File: src/design/msq_pkg.sv
package msq_pkg;

   localparam int MAX_GRID_WIDTH = 4096;
   localparam int FRAC_BITS      = 8;

   localparam int SAMPLE_W   = 16;
   localparam int GRID_W     = 13;
   localparam int ROW_W      = 13;
   localparam int COL_W      = $clog2(MAX_GRID_WIDTH);
   localparam int COORD_W    = 22;
   localparam int FRAC_W     = FRAC_BITS + 1;
   localparam int DIV_CNT_W  = $clog2(FRAC_BITS);
   localparam int REQ_DATA_W = 16;
   localparam int REQ_USER_W = 2;
   localparam int RSP_DATA_W = 4 * COORD_W;
   localparam int CSR_ADDR_W = 3;
   localparam int CSR_DATA_W = 32;

   localparam logic [FRAC_W-1:0] FRAC_ONE = {1'b1, {FRAC_BITS{1'b0}}};
   localparam logic [ROW_W-1:0]  ROW_MAX  = {ROW_W{1'b1}};

   // register index, taken from the word address
   localparam logic REG_LEVEL      = 1'b0;
   localparam logic REG_GRID_WIDTH = 1'b1;

   typedef logic signed [SAMPLE_W-1:0] sample_type;

   typedef struct packed {
      logic       nan;
      sample_type value;
   } corner_type;

   typedef struct packed {
      logic       start;
      sample_type a;
      sample_type b;
      sample_type lv;
   } div_ctrl_type;

   typedef struct packed {
      logic              busy;
      logic              done;
      logic [FRAC_W-1:0] frac;
   } div_stat_type;

   // crossing points of a cell, also the order the edges are divided in
   typedef enum logic [1:0] {
      PT_TOP,
      PT_BOTTOM,
      PT_LEFT,
      PT_RIGHT
   } point_type;

   typedef struct packed {
      point_type from0;
      point_type to0;
      point_type from1;
      point_type to1;
   } seg_pts_type;

   function automatic logic [1:0] seg_count(input logic [3:0] sq);
      logic [1:0] n;
      if (sq == 4'd0 || sq == 4'd15) begin
         n = 2'd0;
      end else if (sq == 4'd6 || sq == 4'd9) begin
         n = 2'd2;
      end else begin
         n = 2'd1;
      end
      return n;
   endfunction

   function automatic seg_pts_type seg_table(input logic [3:0] sq);
      seg_pts_type p;
      unique case (sq)
         4'd1:    p = '{PT_TOP,    PT_LEFT,   PT_TOP,    PT_TOP};
         4'd2:    p = '{PT_RIGHT,  PT_TOP,    PT_TOP,    PT_TOP};
         4'd3:    p = '{PT_RIGHT,  PT_LEFT,   PT_TOP,    PT_TOP};
         4'd4:    p = '{PT_LEFT,   PT_BOTTOM, PT_TOP,    PT_TOP};
         4'd5:    p = '{PT_TOP,    PT_BOTTOM, PT_TOP,    PT_TOP};
         4'd6:    p = '{PT_RIGHT,  PT_TOP,    PT_LEFT,   PT_BOTTOM};
         4'd7:    p = '{PT_RIGHT,  PT_BOTTOM, PT_TOP,    PT_TOP};
         4'd8:    p = '{PT_BOTTOM, PT_RIGHT,  PT_TOP,    PT_TOP};
         4'd9:    p = '{PT_TOP,    PT_LEFT,   PT_BOTTOM, PT_RIGHT};
         4'd10:   p = '{PT_BOTTOM, PT_TOP,    PT_TOP,    PT_TOP};
         4'd11:   p = '{PT_BOTTOM, PT_LEFT,   PT_TOP,    PT_TOP};
         4'd12:   p = '{PT_LEFT,   PT_RIGHT,  PT_TOP,    PT_TOP};
         4'd13:   p = '{PT_TOP,    PT_RIGHT,  PT_TOP,    PT_TOP};
         4'd14:   p = '{PT_LEFT,   PT_TOP,    PT_TOP,    PT_TOP};
         default: p = '{PT_TOP,    PT_TOP,    PT_TOP,    PT_TOP};
      endcase
      return p;
   endfunction

endpackage

File: src/design/msq_edge_div.sv
module msq_edge_div (
   input  logic                  clock,
   input  logic                  reset,
   input  msq_pkg::div_ctrl_type ctrl,
   output msq_pkg::div_stat_type stat
);
   import msq_pkg::*;

   typedef enum logic {
      DIV_IDLE,
      DIV_RUN
   } div_state_type;

   div_state_type          state_ff, state_in;
   logic [SAMPLE_W-1:0]    rem_ff, rem_in;
   logic [SAMPLE_W-1:0]    den_ff, den_in;
   logic [FRAC_BITS-1:0]   quot_ff, quot_in;
   logic [DIV_CNT_W-1:0]   count_ff, count_in;
   logic                   done_ff, done_in;
   logic [FRAC_W-1:0]      frac_ff, frac_in;

   logic signed [SAMPLE_W+1:0] num_s, den_s, num_abs, den_abs;
   logic [SAMPLE_W:0]          rem_x2, rem_diff;
   logic                       rem_ge;

   always_comb begin
      num_s = (SAMPLE_W+2)'($signed(ctrl.lv)) - (SAMPLE_W+2)'($signed(ctrl.a));
      den_s = (SAMPLE_W+2)'($signed(ctrl.b)) - (SAMPLE_W+2)'($signed(ctrl.a));
      if (den_s < 0) begin
         num_abs = -num_s;
         den_abs = -den_s;
      end else begin
         num_abs = num_s;
         den_abs = den_s;
      end
      rem_x2   = {rem_ff, 1'b0};
      rem_ge   = rem_x2 >= {1'b0, den_ff};
      rem_diff = rem_x2 - {1'b0, den_ff};
   end

   always_comb begin
      state_in = state_ff;
      rem_in   = rem_ff;
      den_in   = den_ff;
      quot_in  = quot_ff;
      count_in = count_ff;
      done_in  = 1'b0;
      frac_in  = frac_ff;
      unique case (state_ff)
         DIV_IDLE: begin
            if (ctrl.start) begin
               if (den_s == 0 || num_abs <= 0) begin
                  frac_in = '0;
                  done_in = 1'b1;
               end else if (num_abs >= den_abs) begin
                  frac_in = FRAC_ONE;
                  done_in = 1'b1;
               end else begin
                  rem_in   = num_abs[SAMPLE_W-1:0];
                  den_in   = den_abs[SAMPLE_W-1:0];
                  count_in = '0;
                  state_in = DIV_RUN;
               end
            end
         end
         DIV_RUN: begin
            // restoring step, one quotient bit a cycle
            rem_in   = rem_ge ? rem_diff[SAMPLE_W-1:0] : rem_x2[SAMPLE_W-1:0];
            quot_in  = {quot_ff[FRAC_BITS-2:0], rem_ge};
            count_in = count_ff + 1'b1;
            if (count_ff == DIV_CNT_W'(FRAC_BITS - 1)) begin
               frac_in  = {1'b0, quot_ff[FRAC_BITS-2:0], rem_ge};
               done_in  = 1'b1;
               state_in = DIV_IDLE;
            end
         end
         default: state_in = DIV_IDLE;
      endcase
   end

   always_ff @(posedge clock) begin
      if (reset) begin
         state_ff <= DIV_IDLE;
         done_ff  <= 1'b0;
      end else begin
         state_ff <= state_in;
         done_ff  <= done_in;
      end
      rem_ff   <= rem_in;
      den_ff   <= den_in;
      quot_ff  <= quot_in;
      count_ff <= count_in;
      frac_ff  <= frac_in;
   end

   assign stat.busy = (state_ff == DIV_RUN);
   assign stat.done = done_ff;
   assign stat.frac = frac_ff;

endmodule

File: config.mk
export PLATFORM = sky130hd
export DESIGN_NAME = msq_edge_div
export DESIGN_NICKNAME = d
export VERILOG_FILES = /design/src/design/msq_pkg.sv /design/src/design/msq_edge_div.sv
export SDC_FILE = /design/constraint.sdc
export NUM_CORES = 1
export LEC_CHECK = 0
export BUFFER_PORTS_ARGS = -buffer_cell sky130_fd_sc_hd__buf_2
export CAP_MARGIN = 0
export CORE_ASPECT_RATIO = 1.2
export CORE_MARGIN = 1
export CORE_UTILIZATION = 61
export DETAILED_ROUTE_END_ITERATION = 8
export HOLD_SLACK_MARGIN = 0.12
export PLACE_DENSITY = 0.85
export SLEW_MARGIN = 30
export SYNTH_ARGS = -nofsm -noshare
export SYNTH_HDL_FRONTEND = slang
export SYNTH_SLANG_ARGS = --single-unit
export TNS_END_PERCENT = 1
File: constraint.sdc
create_clock -name clock -period 10.9 [get_ports clock]
set_input_delay 2.725 -clock clock [delete_from_list [all_inputs] [get_ports clock]]
set_output_delay 2.725 -clock clock [all_outputs]
set_load 0.02 [all_outputs]
After elaboration in Yosys (flattened, before gate mapping)
Index checks and enable logic that the tools add are counted.
- multiplexer cells: 26
- multipliers: 0
- equal/unequal tests: 6
- shifts and indexed selects: 0
- reductions and logical operators: 5
- $lt $le $gt $ge: 4
- divide/modulo/power cells: 0
- bitwise gates (word level): 3
- $add $sub $neg: 6
- operators by type and width (cell ; number):
    $mux 16 ; 4
    $mux 18 ; 2
    $mux 9 ; 4
    $neg 17->18 ; 2
    $sub 16x16->17 ; 2
    $logic_not 32->1 ; 1
    $pmux 16 s2 ; 1
    $ge 18x18->1 ; 1
    $le 18x1->1 const B ; 1
    $pmux 9 s2 ; 1
    $ge 17x16->1 ; 1
    $lt 17x1->1 const B ; 1
    $sub 16x16->16 ; 1
    $mux 3 ; 3
    $mux 1 ; 8
    $ne 2x2->1 const B ; 3
    $pmux 3 s2 ; 1
    $reduce_and 3->1 ; 2
    $pmux 1 s2 ; 2
    $reduce_and 4->1 ; 1
    $add 3x1->3 const B ; 1
    $eq 3x3->1 const B ; 1
    $ne 3x3->1 const B ; 1
    $not 1->1 ; 3
    other kinds (2) ; 2
- bits of input ports: 51
- bits in writable memories: 0
- output and inout port bits: 11
- logic and storage cells: 57
- register bits: 53
- latch bits: 0
- memories kept: 0
- memory bits (read-only): 0

Depth between registers and ports, before layout
Gate-level depths: netlist of run 1.
- depth in word-level cells: 8
- mapped depth: 24
- gate-level depth less buffers: 21

Worst setup path before layout of run 1
Ideal clock, no wire load.
- kind: input -> register
- start point: in ctrl[16] in the netlist's numbering
- end point: reg count_ff[0] (enable)
- data arrival time: 8047 ps
- buffers on the path: 3
- path slack: 2456 ps
- data required time: 10503 ps
- library setup time: 397 ps
- stages: 24
- cells stage by stage: inv_1 > ha_1 > fa_1 > nand2b_1 > a21oi_1 > o211ai_1 > a2111oi_2 > or2_2 > buf_2 > buf_1 > buf_1 > nor2_1 > xnor2_1 > ha_1 > a21o_1 > a211oi_1 > o21ai_0 > o2111ai_1 > a21oi_1 > o41ai_1 > maj3_2 > o31ai_2 > nand3b_2 > o21ai_1
- word-level cells in the longest chain between the ends: 7
- elaborated cells on any way between the ends: 12
- those cells by class: 2 x add/sub; 3 x order compare; 2 x eq/ne; 2 x mux; 3 x reduce/logical
- RTL lines (element ; RTL line ; text):
    start: declaration ; msq_edge_div.sv:4 ; input msq_pkg::div_ctrl_type ctrl,
    $sub 16x16->17 * ; msq_edge_div.sv:28 ; den_s = (SAMPLE_W+2)'($signed(ctrl.b)) - (SAMPLE_W+2)'($signed(ctrl.a));
    $lt 17x1->1 ; msq_edge_div.sv:29 ; if (den_s < 0) begin
    $mux 18 ; msq_edge_div.sv:29 ;
    $le 18x1->1 ; msq_edge_div.sv:52 ; if (den_s == 0 || num_abs <= 0) begin
    $logic_or 1x1->1 ; msq_edge_div.sv:52 ;
    $ne 2x2->1 (no source line) ; - ;
    $reduce_and 3->1 (no source line) * ; - ;
    end signal: assignment ; msq_edge_div.sv:92 ; count_ff <= count_in;
    end: declaration ; msq_edge_div.sv:18 ; logic [DIV_CNT_W-1:0] count_ff, count_in;
Every way passes the cells marked *; elsewhere a longest branch is shown, timed or not.
A chain may end at the register's enable or synchronous reset.

Final worst setup path of run 1
- start point: in ctrl[16] in the netlist's numbering
- end point: reg den_ff[2] (enable)
- word-level cells in the longest chain between the ends: 7
- elaborated cells on any way between the ends: 12
- those cells by class: 2 x add/sub; 3 x order compare; 2 x mux; 2 x bitwise; 3 x reduce/logical
- RTL lines (element ; RTL line ; text):
    $sub 16x16->17 * ; msq_edge_div.sv:28 ;
    $lt 17x1->1 ; msq_edge_div.sv:29 ;
    $mux 18 ; msq_edge_div.sv:29 ;
    $le 18x1->1 ; msq_edge_div.sv:52 ;
    $logic_or 1x1->1 ; msq_edge_div.sv:52 ;
    $not 1->1 (no source line) ; - ;
    $reduce_and 4->1 (no source line) * ; - ;
    end signal: assignment ; msq_edge_div.sv:90 ; den_ff <= den_in;
    end: declaration ; msq_edge_div.sv:16 ; logic [SAMPLE_W-1:0] den_ff, den_in;
Marks and branches as above.

==> metrics.md, run 1 <==
| Metric | Value |
|---|---|
| Slew @ Worst Pin | approximately 1.0 ns |
| Gp weighted congestion | ~0.88 |
| Nets | 901 |
| Syn Inst Count | roughly 730 |
| I/O Buffers | slightly above 60 |
| CP Class | input port to register |
| Synth Flop Type | edfxtp_1 |
| Starting Density | between 60% and 70% |
| CP cell instances | buf_2, inv_1, ha_1, fa_1, nand2b_1, a21oi_1, o211ai_1, a2111oi_2, or2_2, a31oi_1, xnor2_1, ha_1, a21o_1, a211oi_1, o21ai_0, o2111ai_1, a21oi_1, o41ai_1, maj3_2, o31ai_2, nand4b_1, inv_1 |
| Tcrit/Tclk final | between 70% and 80% |
| CP startpoint kind | input port |
| Max Cap Viol | 0 |
| Fin Setup TNS | 0 ns |
| Post-Route WL | 14400 µm |
| Vias/cell | 6.14 |
| Total number of vias | 5561 |
| Routed length per placed instance | around 16 µm |
| Die H | around 110 µm |
| P&R area growth vs syn | 8.64% |
| Clock buffer depth | 2 |
| Avg Cell Area, Syn | 8.52 µm² |
| Synth cell types | 86 |
| CTS tree | yes |
| Register bit count reported by yosys | 53 |
| Synth warnings | 0 |
| Global-route wire length before repair | 24100 µm |
| Worst-skew pair later-pin latency | 0.29 ns |
| Top cell type's share of synthesized area | 24.6% |
| Total grt overflow | 0 |
| Final instance area | 0.00677 mm² |
| CP peak stage delay | 0.55 ns |
| Worst slew margin | 32.9% |
| Clock Skew | 0.00308 ns |
| Overall Global Routing Usage | about 28% |
| Syn Nets | 853 |
| Root Driver | clkbuf_16 |
| Area after DPL | ~0.0066 mm² |
| Status | completed |
| HPWL Detailed | 11600 µm |
| Die width | 94.3 µm |
| RSZ-0062 raised after global routing | no |
| Largest fanout on the critical path | 30 |
| Io pins | 62 |
| Hold Buf Count CTS | 0 |
| Die ar. | 0.0106 mm² |
| Most common cell after layout, fill and taps aside | inv_1 |
| Total Power | ~1.0 mW |
| Initial antenna violation count | 0 |
| CP endpoint kind | register |
| Number of global-route vias before repair | around 5.4k |
| Cell Rows | 40 |
| CTS H-Tree Depth | 2 |
| Layout cells sized above 1 | a little over an eighth |
| Max IR drop VDD | 0.0000750 V |
| Largest net degree at the start of global routing | 55 |
| Most frequent cells in the layout | inv_1, ha_1, nor2_1, buf_2, a21oi_1 |
| Clk sink count | 53 |
| FILL cells | approximately 770 |
| # DRC | 0 |
| Worst Path Required | approximately 11 ns |
| Register area share after synthesis | 25.2% |
| Peak Freq | 121 MHz |
| Slew Limit Fails | 0 |
| Layout Utilization | 68.0% |
| Worst Hold Class | register to register |
| Slowest cell on the critical path | or2_2 |
| Clock transition at the registers of the reported paths | 0.07 ns |
| Post-cts repair resize count | 0 |
| Crit path DAT | 8.20 ns |
| DR iter-0 viols | 346 |
| TritonCTS buffer count | 5 |
| Asr flop ratio synth | 0% |
| Pleak | 2.97 nW |
| Antenna viol nets, final | 0 |
| Diode count | 0 |
| Iteration count of the initial detailed-routing pass | 8 |
| PwrDens | 153 mW/mm² |
| Final Setup Violations | 0 |
| Post CTS Setup Buffer Count | 0 |
| Post-Syn Area | 0.00623 mm² |
| Dominant cells by area after synthesis | edfxtp_1, ha_1, xnor2_1, a21oi_1, inv_1 |
| Post-layout minimum cycle time | 8.26 ns |
| Core ar. | 0.00996 mm² |
| Post-synth EDFFs | between 50 and 60 |
| Hold Fails Final Rpt | 0 |
| Synth area leader | edfxtp_1 |
## synth_stat cells (all sizes together), types with 12 or more instances
cell type  number
a21oi          57
mux2i          16
nand2          47
edfxtp         51
xnor2          40
o21ai          38
nand2b         12
nor3           15
inv            75
nor2           66
xor2           24
clkbuf         12
ha             68
and2           12
## final timing paths
check                                           from                    to  slack (ns)  cells after the start
worst max-delay path                        ctrl[16]   den_ff[2]$_DFFE_PP_        2.64                     22
worst min-delay path            quot_ff[4]$_DFFE_PP_  quot_ff[5]$_DFFE_PP_        0.46                      0
worst max register to register   rem_ff[0]$_DFFE_PP_   rem_ff[5]$_DFFE_PP_        7.28                     12
worst min register to register  quot_ff[4]$_DFFE_PP_  quot_ff[5]$_DFFE_PP_        0.46                      0
## registers in the layout, summed over array words and instances, names as in the netlist
signal / cells
count_ff: 3
den_ff: 16
done_ff: 1
frac_ff: 9
quot_ff: 7
rem_ff: 16
state_ff: 1
## logic make-up (layout without fill, tap and decap cells)
group	Yosys count	count (layout)	share of synthesized area, %
flip-flops	53	53	25.2
other	1	1	0.0602
AND/OR/NAND/NOR	225	225	18.7
adder cells (fa/ha/maj)	72	72	14.8
XOR/XNOR	64	64	9.12
AO/OA/AOI/OAI	201	201	22.7
buffers and inverters	97	146	6.45
multiplexers	18	18	2.93
## worst max-delay path, delay by kind of cell
kind | cells | cell delay, ns
AO/OA/AOI/OAI | 11 | 2.45
adder cells (fa/ha/maj) | 4 | 1.23
AND/OR/NAND/NOR | 3 | 0.96
buffers and inverters | 3 | 0.60
XOR/XNOR | 1 | 0.23
## per-layer routing
metal / routed length [µm] / up-vias / part of all wire, % / track usage [%]
met3: 499 / 45 / 3.5 / 2.35
li1: - / 2764 / - / -
met4: 569 / 0 / 4.0 / 12.9
met2: 7450 / 202 / 52 / 51.5
met1: 5840 / 2550 / 41 / 32.5
met5: 0 / - / 0 / 0
## metrics by stage
step           setup WS, ns  hold slack (ns)  cells
6_report               2.64            0.456    906
5_1_grt                2.23            0.471    906
3_5_place_dp           2.42            0.435    898
3_3_place_gp           2.76            0.421    898
4_1_cts                2.71            0.457    906
2_1_floorplan          2.46            0.418    731
## power breakdown
part | total (mW) | switching [mW] | internal (mW)
Sequential | 0.285 | 0.0114 | 0.274
Clock | 0.176 | 0.0690 | 0.107
Combinational | 0.574 | 0.345 | 0.229
Total | 1.04 | 0.425 | 0.611
## cell type report
cell class / count / area [µm²] / area share (%)
inverters: 75 / 282 / 4.16
clock inverters: 3 / 41.3 / 0.610
flip-flops and latches: 53 / 1570 / 23.2
clock buffers: 5 / 125 / 1.85
multi-input cells: 581 / 4270 / 63.1
repair buffers: 63 / 320 / 4.73
well taps: 126 / 158 / 2.33
Power figures use the tool's default switching activity.
==> inputs of run 2 (changes only) <==
--- a/config.mk
+++ b/config.mk
@@ -9,10 +9,10 @@
 export CAP_MARGIN = 0
 export CORE_ASPECT_RATIO = 1.2
 export CORE_MARGIN = 1
-export CORE_UTILIZATION = 61
+export CORE_UTILIZATION = 55
 export DETAILED_ROUTE_END_ITERATION = 8
 export HOLD_SLACK_MARGIN = 0.12
-export PLACE_DENSITY = 0.85
+export PLACE_DENSITY = 0.81
 export SLEW_MARGIN = 30
 export SYNTH_ARGS = -nofsm -noshare
 export SYNTH_HDL_FRONTEND = slang
==> constraint.sdc (replaced) <==
create_clock -name clock -period 7.2 [get_ports clock]
set_input_delay 1.8 -clock clock [delete_from_list [all_inputs] [get_ports clock]]
set_output_delay 1.8 -clock clock [all_outputs]
set_load 0.02 [all_outputs]
==> run 2 against run 1 <==
Compared with the run above: hold slack worse by 0.0073 ns; sequential cell count stayed put; clock power is 35% higher; design area is 0.44% higher; utilization is 6.4 points lower; die area is 11% higher; non-clock buffer count is 5 higher; power is 49% higher; wire length is 5.9% higher; sequential power is 51% higher; worst setup slack worse by 2.2 ns; largest cell class unchanged.
==> metrics.md, run 2 (synthesis gave the netlist of run 1 again) <==
| Metric | Value |
|---|---|
| P&R area growth vs syn | 9.12% |
| Largest fanout on the critical path | 21 |
| Worst Path Required | 7.18 ns |
| Tcrit/Tclk final | 93.5% |
| Seq pwr share | 27.9% |
| Slew @ Worst Pin | 0.762 ns |
| Nets | roughly 910 |
| Crit path DAT | 6.71 ns |
| Starting Density | 56.5% |
| Die ar. | 0.0118 mm² |
| Hold Slack | 0.449 ns |
| Die H | 119 µm |
| Routed length per placed instance | 16.6 µm |
| CTS tree | yes |
| Clk sink count | between 50 and 60 |
| Hold Fails Final Rpt | 0 |
| Total number of vias | 5601 |
| Worst Hold Class | register to register |
| Max Cap Viol | 0 |
| FILL cells | 966 |
| Most frequent cells in the layout | inv_1, ha_1, nor2_1, buf_2, a21oi_1 |
| Area after DPL | 0.00665 mm² |
| Clock buffer depth | 2 |
| Diode count | 0 |
| Worst slew margin | between 40% and 50% |
| Placed Cells | 909 |
| Core ar. | 0.0110 mm² |
| Cell Int Power | just under 900 µW |
| Layout Utilization | roughly 60% |
| Max IR drop VDD | 0.000155 V |
| Total grt overflow | 0 |
| Post-Route WL | 15200 µm |
| Peak Freq | 149 MHz |
| Combinational Power Share | 56.7% |
| R2R depth | 12 |
| Pleak | 2.98 nW |
| RSZ-0062 raised after global routing | no |
| CP startpoint kind | input port |
| Clock network power share | 15.4% |
| HPWL Detailed | 12500 µm |
| I/O Buffers | 61 |
| Hold Buf Count CTS | 0 |
| Largest net degree at the start of global routing | 56 |
| Cell Rows | 42 |
| Initial antenna violation count | 0 |
| Most common cell after layout, fill and taps aside | inv_1 |
| Slew Limit Fails | 0 |
| PwrDens | 227 mW/mm² |
| Fin Setup TNS | 0 ns |
| Clock Skew | 0.00608 ns |
| RR Startpoint | rem_ff[0]$_DFFE_PP_ |
| Number of global-route vias before repair | 5623 |
| # DRC | 0 |
| Final Setup Violations | 0 |
| TritonCTS buffer count | 5 |
| Regs by FF count | den_ff x16, rem_ff x16, frac_ff x9 |
| CP Class | input port to register |
| Post CTS Setup Buffer Count | 0 |
| Post-layout minimum cycle time | 6.73 ns |
| Clock transition at the registers of the reported paths | 0.07 ns |
| Post-Layout Cell Count | ~920 |
| DR iter-0 viols | ~260 |
| Io pins | 62 |
| Final instance area | 0.00680 mm² |
| Global-route wire length before repair | 25500 µm |
| Worst Hold Depth | 0 |
| Slack of the critical path | 0.467 ns |
| NetSw | 652 µW |
| R2r endpoint | rem_ff[9]$_DFFE_PP_ |
| Total Power | 1.55 mW |
| CTS H-Tree Depth | 2 |
| Antenna viol nets, final | 0 |
| Vias/cell | 6.11 |
| Flop-to-flop setup slack | 3.60 ns |
| Root Driver | clkbuf_16 |
| Hold path start | quot_ff[1]$_DFFE_PP_ |
| Post-cts repair resize count | 0 |
| Worst slack, placed | ~0.17 ns |
| Hold Crit Endpoint | quot_ff[2]$_DFFE_PP_ |
| Iteration count of the initial detailed-routing pass | 6 |
| Die width | 99.2 µm |
| CP endpoint kind | register |
| Gp weighted congestion | 0.924 |
| Overall Global Routing Usage | 26.7% |
| Layout cells sized above 1 | 14.0% |
| Status | completed |
| Sw Share | 42.1% |
| Worst-skew pair later-pin latency | 0.30 ns |
## run 2: cell count changes in the layout (fill, tap and decap cells not counted)
cell / delta
clkinv_1: -1
buf_4: +5
o21ai_1: -1
clkinv_2: +1
inv_1: -1
nor2_2: -1
o21ai_2: +1
nor2_1: +1
inv_6: +1
bufinv_16: -1
clkinvlp_4: +1
## run 2: worst max path at each step
| stage | slack, ns | to | cells after the start | startpoint |
|---|---|---|---|---|
| after floorplan | 0.03 | count_ff[0]$_SDFFCE_PN0P_ | 24 | ctrl[16] |
| after global placement | 0.42 | den_ff[0]$_DFFE_PP_ | 20 | ctrl[0] |
| after detailed placement | 0.17 | den_ff[2]$_DFFE_PP_ | 20 | ctrl[0] |
| after CTS | 0.47 | den_ff[2]$_DFFE_PP_ | 20 | ctrl[0] |
| after global routing | 0.04 | rem_ff[2]$_DFFE_PP_ | 23 | ctrl[16] |
| final | 0.47 | rem_ff[2]$_DFFE_PP_ | 23 | ctrl[16] |
## run 2: layout make-up
| cell class | instances | area [µm²] | area share [%] |
|---|---|---|---|
| clock buffers | 5 | 125 | 1.84 |
| clock inverters | 3 | 21.3 | 0.313 |
| inverters | 75 | 285 | 4.20 |
| multi-input cells | 581 | 4270 | 62.8 |
| flip-flops and latches | 53 | 1570 | 23.1 |
| well taps | 132 | 165 | 2.43 |
| repair buffers | 68 | 358 | 5.26 |
## run 2: per-layer routing
layer / GRT usage, % / share of wire [%] / vias to the layer above
li1: - / - / 2773
met1: 30.8 / 40 / 2577
met2: 46.0 / 50 / 186
met3: 2.96 / 3.8 / 65
met4: 18.4 / 6.6 / 0
met5: 0 / 0 / -
## run 2: critical path, stage by stage
cell,delay [ns]
buf_2,0.10
inv_1,0.05
ha_1,0.22
fa_1,0.39
nand2b_1,0.21
a21oi_1,0.19
o211ai_1,0.16
a2111oi_2,0.39
or2_2,0.29
buf_4,0.28
nor2_1,0.09
xnor2_1,0.23
ha_1,0.29
a211oi_1,0.19
o21ai_0,0.13
o2111ai_1,0.10
a21oi_1,0.11
o41ai_1,0.43
maj3_2,0.33
o31ai_2,0.06
nand3b_2,0.24
o21ai_2,0.14
buf_4,0.28
## run 2: power by group through the flow
stage / clock network [mW] / logic, mW / registers [mW]
finish: 0.238 / 0.877 / 0.431
global route: 0.252 / 0.975 / 0.434
CTS: 0.241 / 0.869 / 0.431
detailed placement: 0 / 0.864 / 0.437
global placement: 0 / 0.824 / 0.435
floorplan: 0 / 0.651 / 0.448
==> inputs of run 3 (changes only) <==
==> constraint.sdc (replaced) <==
create_clock -name clock -period 7.2 [get_ports clock]
set_input_delay 1.44 -clock clock [delete_from_list [all_inputs] [get_ports clock]]
set_output_delay 1.44 -clock clock [all_outputs]
set_load 0.02 [all_outputs]
==> run 3 against run 2 <==
Compared with the run above: critical endpoint is now den_ff[6]$_DFFE_PP_; sequential cell count stayed put; wire length is 6.7% lower; combinational power is 1% lower; design area is 0.26% lower; hold slack worse by 0.0019 ns; fmax is 6.3% higher; register-to-register slack worse by 0.04 ns; largest cell class unchanged; clock-buffer cell count is 1 higher; non-clock buffer count is 1 lower; worst setup slack better by 0.40 ns.
==> metrics.md, run 3 (synthesis gave the netlist of run 1 again) <==
| Metric | Value |
|---|---|
| Status | completed |
| CTS tree | yes |
| TritonCTS buffer count | 5 |
| R2r endpoint | rem_ff[8]$_DFFE_PP_ |
| Routed length per placed instance | between 15 and 20 µm |
| Iteration count of the initial detailed-routing pass | 5 |
| Diode count | 0 |
| Post-cts repair resize count | 0 |
| Pleak | roughly 3.0 nW |
| Worst Hold Class | register to register |
| Total number of vias | 5591 |
| P&R area growth vs syn | 8.84% |
| Area after DPL | 0.00664 mm² |
| Die ar. | 0.0118 mm² |
| Die H | 119 µm |
| Post CTS Setup Buffer Count | 0 |
| HPWL Detailed | 11800 µm |
| Regs by FF count | den_ff x16, rem_ff x16, frac_ff x9 |
| CP startpoint kind | input port |
| CP Class | input port to register |
| Largest net degree at the start of global routing | 56 |
| Total grt overflow | 0 |
| Crit path DAT | about 6.3 ns |
| Hold path start | quot_ff[2]$_DFFE_PP_ |
| Number of global-route vias before repair | 5422 |
| # DRC | 0 |
| Antenna viol nets, final | 0 |
| RSZ-0062 raised after global routing | no |
| Worst Path Required | 7.13 ns |
| DR iter-0 viols | 229 |
| R2R depth | 12 |
| Core ar. | 0.0110 mm² |
| CTS H-Tree Depth | 2 |
| Total Power | 1.53 mW |
| Max Cap Viol | 0 |
| Die width | 99.2 µm |
| Tcrit/Tclk final | 87.9% |
| Most frequent cells in the layout | inv_1, ha_1, nor2_1, buf_2, a21oi_1 |
| Overall Global Routing Usage | 24.7% |
| Worst Hold Depth | 0 |
| Most common cell after layout, fill and taps aside | inv_1 |
| Hold Fails Final Rpt | 0 |
| Largest fanout on the critical path | 16 |
| Vias/cell | 6.10 |
| Slew Limit Fails | 0 |
| Slew @ Worst Pin | 0.951 ns |
| Post-layout minimum cycle time | between 6 and 7 ns |
| Worst-skew pair later-pin latency | 0.29 ns |
| Starting Density | 56.5% |
| PwrDens | 225 mW/mm² |
| Clock buffer depth | 2 |
| Post-Route WL | 14200 µm |
| Hold Buf Count CTS | 0 |
| Hold Slack | 0.447 ns |
| RR Startpoint | rem_ff[0]$_DFFE_PP_ |
| Hold Crit Endpoint | quot_ff[3]$_DFFE_PP_ |
| Clock transition at the registers of the reported paths | 0.07 ns |
| Final Setup Violations | 0 |
| I/O Buffers | 61 |
| Clock Skew | approximately 0.0066 ns |
| Gp weighted congestion | 0.932 |
| Peak Freq | 158 MHz |
| Global-route wire length before repair | 23600 µm |
| Max IR drop VDD | 0.000125 V |
| Crit path launch | ctrl[0] |
| Nets | 905 |
| Worst slew margin | 36.1% |
| CP endpoint kind | register |
| Fin Setup TNS | 0 ns |
| Initial antenna violation count | 0 |
| Io pins | 62 |
| Cell Rows | 42 |
| Root Driver | clkbuf_16 |
| Layout cells sized above 1 | a little over an eighth |
| Final instance area | 0.00678 mm² |
| Clk sink count | 53 |
| Flop-to-flop setup slack | 3.56 ns |
-- run 3: final cells by class --
type                       instances  area (µm²)
clock inverter                     2        15.0
inverter                          75         282
timing repair buffer              67         350
multi-input combinational        581        4270
clock buffer                       6         129
tap                              132         165
sequential                        53        1570
fill                             924        4260
-- run 3: power by group --
part	total (mW)	switching (mW)	internal, mW
registers	0.431	0.0167	0.414
clock network	0.233	0.104	0.129
logic	0.864	0.515	0.349
total	1.53	0.636	0.892
-- run 3: metal layers --
layer	up-vias	GRT usage, %	part of all wire [%]
met3	63	2.01	3.0
li1	2781	-	-
met2	174	45.3	50
met5	-	0	0
met1	2573	26.6	40
met4	0	16.6	6.1
-- run 3: worst max-delay path by stage --
| stage | to | cells past startpoint | slack, ns |
|---|---|---|---|
| 3_3_place_gp | den_ff[0]$_DFFE_PP_ | 22 | 0.74 |
| 3_5_place_dp | den_ff[1]$_DFFE_PP_ | 22 | 0.57 |
| 6_report | den_ff[6]$_DFFE_PP_ | 20 | 0.87 |
| 2_1_floorplan | count_ff[0]$_SDFFCE_PN0P_ | 24 | 0.04 |
| 5_1_grt | den_ff[1]$_DFFE_PP_ | 22 | 0.43 |
| 4_1_cts | den_ff[1]$_DFFE_PP_ | 22 | 0.86 |
-- run 3: critical path, cell delays in order --
cell and delay [ns]:
buf_2 0.11, inv_1 0.05, ha_1 0.20, inv_1 0.07, fa_1 0.44, a211oi_2 0.36, nor2_1 0.11, xor2_1 0.23
or3_1 0.52, nor4_4 0.40, nor2_1 0.09, xor2_1 0.17, ha_1 0.33, a211oi_1 0.29, a21oi_1 0.15, o41ai_1 0.29
maj3_2 0.28, o31ai_2 0.06, nand4b_1 0.20, inv_1 0.47
-- run 3: through the flow --
step | cells | util, % | setup slack, ns
floorplan | 731 | - | 0.0409
finish | 916 | 61.4 | 0.868
CTS | 916 | 61.4 | 0.863
global placement | 908 | 60.1 | 0.737
global route | 916 | 61.4 | 0.432
detailed placement | 908 | 60.1 | 0.569
